**src/rtl/core/forc_pkg.sv**
```systemverilog
`timescale 1ns / 1ps
// Shared constants for the message FIFO with rate-controlled delay.
// No dependencies; imported by forc_store and the core top level.
package forc_pkg;

	localparam int QUEUE_DEPTH = 32;
	localparam int PTR_W       = $clog2(QUEUE_DEPTH);
	localparam int WORD_W      = 32;
	localparam int CNT_W       = 6;
	localparam int THR_W       = 6;
	localparam int DELAY_W     = 24;
	localparam int MODE_W      = 2;
	localparam int STATUS_W    = 2;

	localparam int IN_W  = 40;
	localparam int OUT_W = 64;

	localparam int ADDR_W = 5;
	localparam int DATA_W = 32;

	// operation codes
	localparam logic [MODE_W-1:0] MODE_PUT    = 2'd0;
	localparam logic [MODE_W-1:0] MODE_GET    = 2'd1;
	localparam logic [MODE_W-1:0] MODE_ADJUST = 2'd2;

	// status codes
	localparam logic [STATUS_W-1:0] ST_DONE  = 2'd0;
	localparam logic [STATUS_W-1:0] ST_FULL  = 2'd1;
	localparam logic [STATUS_W-1:0] ST_EMPTY = 2'd2;

	// register indexes (byte address 4*index)
	localparam logic [2:0] REG_THRESHOLD = 3'd0;
	localparam logic [2:0] REG_STEP      = 3'd1;
	localparam logic [2:0] REG_FLOOR_TRG = 3'd2;
	localparam logic [2:0] REG_FLOOR_VAL = 3'd3;
	localparam logic [2:0] REG_CEILING   = 3'd4;

	localparam logic [THR_W-1:0]   RST_THRESHOLD = 6'd10;
	localparam logic [DELAY_W-1:0] RST_STEP      = 24'd300000;
	localparam logic [DELAY_W-1:0] RST_FLOOR_TRG = 24'd100000;
	localparam logic [DELAY_W-1:0] RST_FLOOR_VAL = 24'd50000;
	localparam logic [DELAY_W-1:0] RST_CEILING   = 24'd2000000;
	localparam logic [DELAY_W-1:0] RST_DELAY     = 24'd500000;

endpackage

```
**src/rtl/core/fifo_with_occupancy_rate_control_core.sv**
```systemverilog
`timescale 1ns / 1ps
// Top level: message FIFO with delay register adjusted by occupancy.
// Depends on forc_pkg and forc_store.
//
// channel  dir  handshake                  payload
// s_*      in   s_tvalid / s_tready        s_tdata: mode, write_word
// m_*      out  m_tvalid / m_tready        m_tdata: read_word, status, occupancy, current_delay
// apb      in   psel/penable/pwrite/pready paddr, pwdata, prdata
//
// m_tvalid follows accept: pointers, count, delay and the memory read register at accept,
// then the output register loads once it is free, and m_tvalid rises with it.
// One item per cycle is sustained while m_tready stays high.
// Reset empties the FIFO, sets the delay to 500000 and loads register defaults.
// A stalled output fills the one-entry stage behind it; s_tready then drops.
module fifo_with_occupancy_rate_control_core (
	input  logic                           clk,
	input  logic                           arst_n,
	input  logic                           s_tvalid,
	output logic                           s_tready,
	input  logic [forc_pkg::IN_W-1:0]      s_tdata,  // [1:0] mode, [33:2] write_word
	output logic                           m_tvalid,
	input  logic                           m_tready,
	output logic [forc_pkg::OUT_W-1:0]     m_tdata,  // [31:0] read_word, [33:32] status,
	                                                 // [39:34] occupancy, [63:40] current_delay
	input  logic                           psel,
	input  logic                           penable,
	input  logic                           pwrite,
	input  logic [forc_pkg::ADDR_W-1:0]    paddr,
	input  logic [forc_pkg::DATA_W-1:0]    pwdata,
	output logic [forc_pkg::DATA_W-1:0]    prdata,
	output logic                           pready
);
	import forc_pkg::*;

	// config registers
	logic [THR_W-1:0]   threshold_q;
	logic [DELAY_W-1:0] step_q, floor_trg_q, floor_val_q, ceiling_q;

	logic       cfg_wr;
	logic [2:0] cfg_idx;

	assign pready  = 1'b1;
	assign cfg_wr  = psel & penable & pwrite & pready;
	assign cfg_idx = paddr[4:2];

	always_ff @(posedge clk or negedge arst_n) begin
		if (!arst_n) begin
			threshold_q <= RST_THRESHOLD;
			step_q      <= RST_STEP;
			floor_trg_q <= RST_FLOOR_TRG;
			floor_val_q <= RST_FLOOR_VAL;
			ceiling_q   <= RST_CEILING;
		end else if (cfg_wr) begin
			case (cfg_idx)
				REG_THRESHOLD: threshold_q <= pwdata[THR_W-1:0];
				REG_STEP:      step_q      <= pwdata[DELAY_W-1:0];
				REG_FLOOR_TRG: floor_trg_q <= pwdata[DELAY_W-1:0];
				REG_FLOOR_VAL: floor_val_q <= pwdata[DELAY_W-1:0];
				REG_CEILING:   ceiling_q   <= pwdata[DELAY_W-1:0];
				default: ;
			endcase
		end
	end

	always_comb begin
		case (cfg_idx)
			REG_THRESHOLD: prdata = {{(DATA_W-THR_W){1'b0}}, threshold_q};
			REG_STEP:      prdata = {{(DATA_W-DELAY_W){1'b0}}, step_q};
			REG_FLOOR_TRG: prdata = {{(DATA_W-DELAY_W){1'b0}}, floor_trg_q};
			REG_FLOOR_VAL: prdata = {{(DATA_W-DELAY_W){1'b0}}, floor_val_q};
			REG_CEILING:   prdata = {{(DATA_W-DELAY_W){1'b0}}, ceiling_q};
			default:       prdata = '0;
		endcase
	end

	// queue state
	logic [PTR_W-1:0]   rd_ptr_q, wr_ptr_q;
	logic [CNT_W-1:0]   cnt_q;
	logic [DELAY_W-1:0] delay_q;

	// stage 1 (memory read in flight) and output register
	logic                s1_valid;
	logic                take_word_s1;
	logic [STATUS_W-1:0] status_s1;
	logic [CNT_W-1:0]    occ_s1;
	logic [DELAY_W-1:0]  delay_s1;
	logic                out_valid_q;
	logic [OUT_W-1:0]    out_data_q;

	logic out_free, s1_move, accept;
	assign out_free = !out_valid_q || m_tready;
	assign s1_move  = s1_valid && out_free;
	assign s_tready = !s1_valid || out_free;
	assign accept   = s_tvalid && s_tready;

	logic [MODE_W-1:0] in_mode;
	logic [WORD_W-1:0] in_word;
	assign in_mode = s_tdata[MODE_W-1:0];
	assign in_word = s_tdata[MODE_W +: WORD_W];

	// delay arithmetic, one guard bit for borrow and carry
	logic [DELAY_W:0]   diff, sum;
	logic [DELAY_W-1:0] delay_dec, delay_inc;
	assign diff      = {1'b0, delay_q} - {1'b0, step_q};
	assign sum       = {1'b0, delay_q} + {1'b0, step_q};
	assign delay_dec = (diff[DELAY_W] || diff[DELAY_W-1:0] < floor_trg_q) ? floor_val_q
	                                                                        : diff[DELAY_W-1:0];
	assign delay_inc = (sum > {1'b0, ceiling_q}) ? ceiling_q : sum[DELAY_W-1:0];

	logic                full, empty;
	logic                do_put, do_get;
	logic [STATUS_W-1:0] status_nx;
	logic [CNT_W-1:0]    cnt_nx;
	logic [DELAY_W-1:0]  delay_nx;
	logic [PTR_W-1:0]    rd_ptr_inc, wr_ptr_inc;

	assign full  = (cnt_q == CNT_W'(QUEUE_DEPTH));
	assign empty = (cnt_q == '0);
	assign rd_ptr_inc = (rd_ptr_q == PTR_W'(QUEUE_DEPTH-1)) ? '0 : rd_ptr_q + 1'b1;
	assign wr_ptr_inc = (wr_ptr_q == PTR_W'(QUEUE_DEPTH-1)) ? '0 : wr_ptr_q + 1'b1;

	always_comb begin
		do_put    = 1'b0;
		do_get    = 1'b0;
		status_nx = ST_DONE;
		cnt_nx    = cnt_q;
		delay_nx  = delay_q;
		case (in_mode)
			MODE_PUT: begin
				if (full) begin
					status_nx = ST_FULL;
				end else begin
					do_put = 1'b1;
					cnt_nx = cnt_q + 1'b1;
				end
			end
			MODE_GET: begin
				if (empty) begin
					status_nx = ST_EMPTY;
				end else begin
					do_get = 1'b1;
					cnt_nx = cnt_q - 1'b1;
				end
			end
			MODE_ADJUST: begin
				delay_nx = (cnt_q < threshold_q) ? delay_dec : delay_inc;
			end
			default: ;  // undefined mode: no operation
		endcase
	end

	logic [WORD_W-1:0] rd_word;

	forc_store u_store (
		.clk   (clk),
		.we    (accept && do_put),
		.waddr (wr_ptr_q),
		.wdata (in_word),
		.re    (accept && do_get),
		.raddr (rd_ptr_q),
		.rdata (rd_word)
	);

	always_ff @(posedge clk or negedge arst_n) begin
		if (!arst_n) begin
			rd_ptr_q <= '0;
			wr_ptr_q <= '0;
			cnt_q    <= '0;
			delay_q  <= RST_DELAY;
		end else if (accept) begin
			cnt_q   <= cnt_nx;
			delay_q <= delay_nx;
			if (do_put) begin
				wr_ptr_q <= wr_ptr_inc;
			end
			if (do_get) begin
				rd_ptr_q <= rd_ptr_inc;
			end
		end
	end

	always_ff @(posedge clk or negedge arst_n) begin
		if (!arst_n) begin
			s1_valid    <= 1'b0;
			out_valid_q <= 1'b0;
		end else begin
			if (accept) begin
				s1_valid <= 1'b1;
			end else if (s1_move) begin
				s1_valid <= 1'b0;
			end
			if (s1_move) begin
				out_valid_q <= 1'b1;
			end else if (m_tready) begin
				out_valid_q <= 1'b0;
			end
		end
	end

	always_ff @(posedge clk) begin
		if (accept) begin
			take_word_s1 <= do_get;
			status_s1    <= status_nx;
			occ_s1       <= cnt_nx;
			delay_s1     <= delay_nx;
		end
		if (s1_move) begin
			out_data_q <= {delay_s1, occ_s1, status_s1, take_word_s1 ? rd_word : '0};
		end
	end

	assign m_tvalid = out_valid_q;
	assign m_tdata  = out_data_q;

endmodule

```
**src/rtl/core/forc_store.sv**
```systemverilog
`timescale 1ns / 1ps
// Message word memory: one write port, one read port, registered read data.
// Depends on forc_pkg for depth and word width.
module forc_store (
	input  logic                          clk,
	input  logic                          we,
	input  logic [forc_pkg::PTR_W-1:0]    waddr,
	input  logic [forc_pkg::WORD_W-1:0]   wdata,
	input  logic                          re,
	input  logic [forc_pkg::PTR_W-1:0]    raddr,
	output logic [forc_pkg::WORD_W-1:0]   rdata
);
	import forc_pkg::*;

	logic [WORD_W-1:0] mem [QUEUE_DEPTH];

	always_ff @(posedge clk) begin
		if (we) begin
			mem[waddr] <= wdata;
		end
	end

	always_ff @(posedge clk) begin
		if (re) begin
			rdata <= mem[raddr];
		end
	end

endmodule

```
**config.mk**
```make
export PLATFORM = sky130hd
export DESIGN_NAME = fifo_with_occupancy_rate_control_core
export DESIGN_NICKNAME = d
export VERILOG_FILES = /design/src/rtl/core/forc_pkg.sv /design/src/rtl/core/fifo_with_occupancy_rate_control_core.sv /design/src/rtl/core/forc_store.sv
export SDC_FILE = /design/constraint.sdc
export NUM_CORES = 2
export LEC_CHECK = 0
export BUFFER_PORTS_ARGS = -buffer_cell sky130_fd_sc_hd__buf_2
export CORE_UTILIZATION = 25
export CTS_CLUSTER_DIAMETER = 30
export DETAILED_ROUTE_END_ITERATION = 10
export SYNTH_ARGS = -nofsm -noshare
export SYNTH_HDL_FRONTEND = slang
export SYNTH_HIERARCHICAL = 1
export SYNTH_SLANG_ARGS = --single-unit
```
**constraint.sdc**
```tcl
create_clock -name clk -period 5.39 [get_ports clk]
set_input_delay 1.078 -clock clk [delete_from_list [all_inputs] [get_ports clk]]
set_output_delay 1.078 -clock clk [all_outputs]
set_load 0.005 [all_outputs]
```
# == Word level (Yosys, flattened, before mapping) ==
# Memories as Yosys holds them, arrays and structs flattened. A register that Yosys moved wholly into a read port is not among the register bits.
# Index checks and enable logic that the tools add are counted.
# totals
mem_count,1
mem_bits_rw,1024
wordCells,82
input_bits,84
out_inout_bits,99
regBits,241
# classes
n_lt_le_gt_ge,3
muxes,23
n_bitwise,2
eq_ne,9
reduce_logical,21
n_addsub,6
# memory_table
name,depth,width,read_ports,rd_ports_with_merged_regs,write_ports,line,source
u_store.mem,32,32,1,1,1,forc_store.sv:15,logic [WORD_W-1:0] mem [QUEUE_DEPTH];
# op_table
operator,n
$pmux 24 s5,1
$mux 24,4
$add 24x24->25,1
$gt 25x24->1,1
$sub 24x24->25,1
$lt 24x24->1,1
$reduce_and 2->1,7
$mux 6,2
$pmux 6 s2,1
$mux 1,11
$add 5x1->5 const B,2
$eq 5x5->1 const B,2
$mux 5,2
$add 6x1->6 const B,1
$eq 3x2->1 const B,2
$eq 6x6->1 const B,1
$logic_not 6->1,1
$lt 6x6->1,1
$sub 6x1->6 const B,1
$logic_and 1x1->1,4
$pmux 2 s2,1
$reduce_bool 2->1,2
$eq 3x1->1 const B,1
$eq 3x3->1 const B,1
other kinds (8),12

# == Logic depth before layout (Yosys ltp) ==
# depth
ltp_word,7
mapped_depth,21
mapped_depth_nobuf,20

# == Cells and area by module ==
# Netlist, hierarchy kept.
# by_module_without_submodules
mod,instances,cells_each,area_per_inst_um2,seq_area_each_um2
forc_store,1,2260,40805.4,31710.4
fifo_with_occupancy_rate_control_core,1,1516,14754.2,6561.3

# == Least setup slack after synthesis ==
# No wires, ideal clock.
# synth_path
path_type,in2reg
start,input port m_tready
end,"memory u_store.mem[28][0], enable pin"
setup_time_ns,0.421
n_path_buf,2
path_slack_ns,-0.159
required_ns,4.969
path_stages,9
arrival_time_ns,5.128
path_cell_list,nand3b_1 > nand2_1 > inv_1 > clkbuf_1 > nand2_1 > inv_1 > or3b_2 > clkbuf_1 > nor2_1
# synth_between
elab_chain_len,6
# synth_lines
element,line,source
from (decl),fifo_with_occupancy_rate_control_core.sv:22,"input logic m_tready,"
$logic_or 1x1->1,fifo_with_occupancy_rate_control_core.sv:91,assign out_free = !out_valid_q || m_tready;
$logic_or 1x1->1,fifo_with_occupancy_rate_control_core.sv:93,assign s_tready = !s1_valid || out_free;
$logic_and 1x1->1,fifo_with_occupancy_rate_control_core.sv:94,assign accept = s_tvalid && s_tready;
named net accept,fifo_with_occupancy_rate_control_core.sv:90,"logic out_free, s1_move, accept;"
$logic_and 1x1->1,fifo_with_occupancy_rate_control_core.sv:156,".we (accept && do_put),"
$mux 1,forc_store.sv:18,if (we) begin
$mux 1 (not written as such),forc_store.sv:19,mem[waddr] <= wdata;
to (decl),forc_store.sv:15,
# The timed path passes the listed nets, and every way through them passes these cells.

# == Worst setup path in the final report ==
# layout_path
start,register step_q[8]
end,register delay_q[3]
# layout_between
elab_chain_len,6
elab_cells_between_ends,9
classes_between,add/sub (2); order compare (2); mux (4); reduce/logical (1)
# layout_lines
element,line,source
from (decl),fifo_with_occupancy_rate_control_core.sv:37,"logic [DELAY_W-1:0] step_q, floor_trg_q, floor_val_q, ceiling_q;"
from (signal assigned),fifo_with_occupancy_rate_control_core.sv:56,REG_STEP: step_q <= pwdata[DELAY_W-1:0];
$sub 24x24->25,fifo_with_occupancy_rate_control_core.sv:104,"assign diff = {1'b0, delay_q} - {1'b0, step_q};"
$lt 24x24->1,fifo_with_occupancy_rate_control_core.sv:106,assign delay_dec = (diff[DELAY_W] || diff[DELAY_W-1:0] < floor_trg_q) ? floor_val_q
$logic_or 1x1->1,fifo_with_occupancy_rate_control_core.sv:106,
$mux 24,fifo_with_occupancy_rate_control_core.sv:106,
$mux 24 *,fifo_with_occupancy_rate_control_core.sv:146,delay_nx = (cnt_q < threshold_q) ? delay_dec : delay_inc;
$mux 24 *,fifo_with_occupancy_rate_control_core.sv:128,case (in_mode)
to (signal assigned),fifo_with_occupancy_rate_control_core.sv:172,delay_q <= delay_nx;
to (decl),fifo_with_occupancy_rate_control_core.sv:79,logic [DELAY_W-1:0] delay_q;
# Every way passes the cells marked *; elsewhere a longest branch is shown, timed or not.
# A chain may end at the register's enable or synchronous reset.

==> out/results.ini <==
[power_and_ir_drop]
p_comb_share_pct=30.4
switching_share_pct=32.6
p_per_area_nw_per_um2=593
p_leak_nw=25.6
p_clk_share_pct=40.0
ir_drop_uv=326
intPower_w=0.0280
power_w=0.0416
p_sw_w=0.0136
p_seq_share_pct=29.6

[cells_and_area]
final_cell_area_um2=70100
syn2layout_area_growth_pct=26.3
nNetsFinal=4365
drive_above_1_share_pct=21.2
utilization_pct=31.8
fin_cells=7346

[detailed_routing]
routedWlPerCell_um=21.7
wl_um=160000
vias_per_cell=4.66
vias=34262
dr.pass1.iters=6
postRouteAntennaNets=0
drc=0
drt_iter0_drc=2980

[die]
fp-row-count=172
dieHeight_um=473
die_w_um=473
dieArea_um2=224000
start_util_pct=25.2
io_pins=183
fp.coreArea_um2=220000

[min_path]
min_path_type=in -> async

[synthesis]
synth_edf_count=1153
synth_top_area_cell=edfxtp_1
ys_ff_latch=1297
syn_avg_cell_area_um2=14.7
synth_most_common_cell=edfxtp_1
syn_area_um2=55600
ys.flop_type=edfxtp_1
syn-instance-count=3776
yosys-top-cells-area=edfxtp_1 62%, mux2i_1 9.3%, dfrtp_1 4.9%
yosysWarnings=6
synth_commonest_cells=1153 x edfxtp_1, 516 x mux2i_1, 272 x nand2_1
synth-seq-area-share_pct=68.9
synth_top_area_share_pct=62.3
ys_types=92
async_flop_share_pct=11.1

[sta]
worst_pin_slew_ps=984
hold_viol=0
slew_viol_final=0
fmax_mhz=192
relSlewSlack_pct=34.4
timing.final.crit_share_pct=96.7
layout_min_cycle_time_ps=5210
setup_viol=0
skew_ps=94.2
setup-tns-final_ps=0

[grt]
grt_usage_pct=13.9
grt_pass1_vias=33814
grt_pass1_wl_um=230000
grt-ovfl-total=0
antenna_found_initial=17
grt_max_degree=74

[cts]
cts_tree=yes
clk_pin_slew_worst_paths_ps=50
clk_path_buf_depth=4
cts_made_buffers=287
cts_max_level=5
postCtsHoldBufs=0
clock_sinks=1297
insertion_delay_ps=920
cts-root-buf=clkbuf_16

[job]
drv_cap=0

[outcome]
outcome=finished, final reports clean

[setup_path]
startpoint_type=flop
rr_worst_depth=22
end_kind=flop
crit_required_ps=6120
path_max_fanout=9
crit_arrival_ps=5940
crit_type=reg -> reg

[placement]
post_dp_cell_area_um2=60800
dp.final_hpwl_um=97200
io_buffers=157
dpl.cell_count=6840
gp_congestion=0.895

## cell families (layout without fill, tap and decap cells)
| group | count (synthesis) | in the layout | synth area share (%) |
|---|---|---|---|
| simple gates | 700 | 700 | 5.91 |
| other cells | 2 | 13 | 0.0135 |
| fa+ha+maj | 109 | 109 | 2.48 |
| compound gates | 733 | 733 | 8.94 |
| flops | 1297 | 1297 | 68.9 |
| xor+xnor | 44 | 44 | 0.707 |
| mux | 559 | 559 | 10.2 |
| buf+inv | 332 | 933 | 2.89 |
## power groups by stage
stage	combinational [W]	clock, W	sequential [W]
after CTS	0.0126	0.0169	0.0123
after floorplan	0.00829	0	0.0122
after global routing	0.0136	0.0174	0.0124
after detailed placement	0.0125	0	0.0125
final	0.0127	0.0166	0.0123
after global placement	0.0125	0	0.0125
## worst max-delay path: stages, from the launching register on
cell,delay [ps]
dfstp_2,540
inv_1,70
ha_2,450
inv_2,60
a21o_1,180
o41ai_1,350
buf_4,180
a21oi_2,40
a2111o_1,460
nand2_1,120
xnor2_1,130
ha_1,270
o21a_1,180
o21ai_0,220
o2111ai_1,220
mux2_2,350
a21bo_2,270
nor2_8,160
buf_4,230
a21oi_1,140
buf_4,150
a21o_1,160
o21ai_0,150
## placed cells by master (no fill, tap or decap), types with 40 or more instances in the layout
cell,count
buf_4,127
a21oi_1,166
mux2_2,43
ha_1,104
inv_1,107
dfrtp_1,107
clkinv_1,40
nand2_1,271
clkinv_2,47
nor2_1,57
mux2i_1,516
nand3_1,138
buf_2,156
a31oi_1,41
clkbuf_16,293
a22o_1,66
nor3_1,55
edfxtp_1,1153
o21ai_0,124
a22oi_1,129
## registers in the layout, summed over array words and instances (netlist names), 6 cells and up
name and flops:
u_store/mem 1024, m_tdata 64, u_store/rdata 32, ceiling_q 24
delay_q 24, delay_s1 24, floor_trg_q 24, floor_val_q 24
step_q 24, cnt_q 6, occ_s1 6, threshold_q 6
## cell type report
| class | count | area (um2) |
|---|---|---|
| antenna | 4 | 10.0 |
| clock buffer | 339 | 7570 |
| clock inverter | 162 | 1680 |
| fill | 21557 | 150000 |
| inverter | 115 | 432 |
| multi-input combinational | 2154 | 16100 |
| sequential | 1297 | 38300 |
| tap | 2958 | 3700 |
| timing repair buffer | 317 | 2410 |
## worst paths after layout
| path | start | end | slack (ps) |
|---|---|---|---|
| max | step_q[8]$_DFFE_PN1P_ | delay_q[3]$_DFFE_PN0P_ | 180 |
| min | arst_n | floor_trg_q[8]$_DFFE_PN0P_ | 250 |
| max reg2reg | step_q[8]$_DFFE_PN1P_ | delay_q[3]$_DFFE_PN0P_ | 180 |
| min reg2reg | occ_s1[5]$_DFFE_PP_ | m_tdata[39]$_DFFE_PP_ | 420 |
| max in group asynchronous | arst_n | rd_ptr_q[0]$_DFFE_PN0P_ | 4180 |
| min in group clk | occ_s1[5]$_DFFE_PP_ | m_tdata[39]$_DFFE_PP_ | 420 |
## stage by stage
stage	worst slack, ps	hold slack, ps
6_report	180	253
5_1_grt	-30.5	292
4_1_cts	13.1	237
3_5_place_dp	36.8	407
3_3_place_gp	-4.39	405
2_1_floorplan	-159	400
## layer usage
| metal | vias up | wire (um) | GRT usage (%) |
|---|---|---|---|
| met5 | - | 138 | 0 |
| met2 | 1240 | 76000 | 22.8 |
| li1 | 15371 | - | - |
| met1 | 17342 | 67900 | 17.8 |
| met3 | 287 | 11700 | 3.47 |
| met4 | 22 | 3880 | 4.46 |
## timing repair
| item | 4_1_cts | 5_1_grt |
|---|---|---|
| gates resized for setup | 0 | 17 |
| buffers inserted | 0 | 1 |
| endpoints found under the setup margin | 0 | 47 |
| hold endpoints to repair | 0 | 0 |
Power figures use the tool's default switching activity.
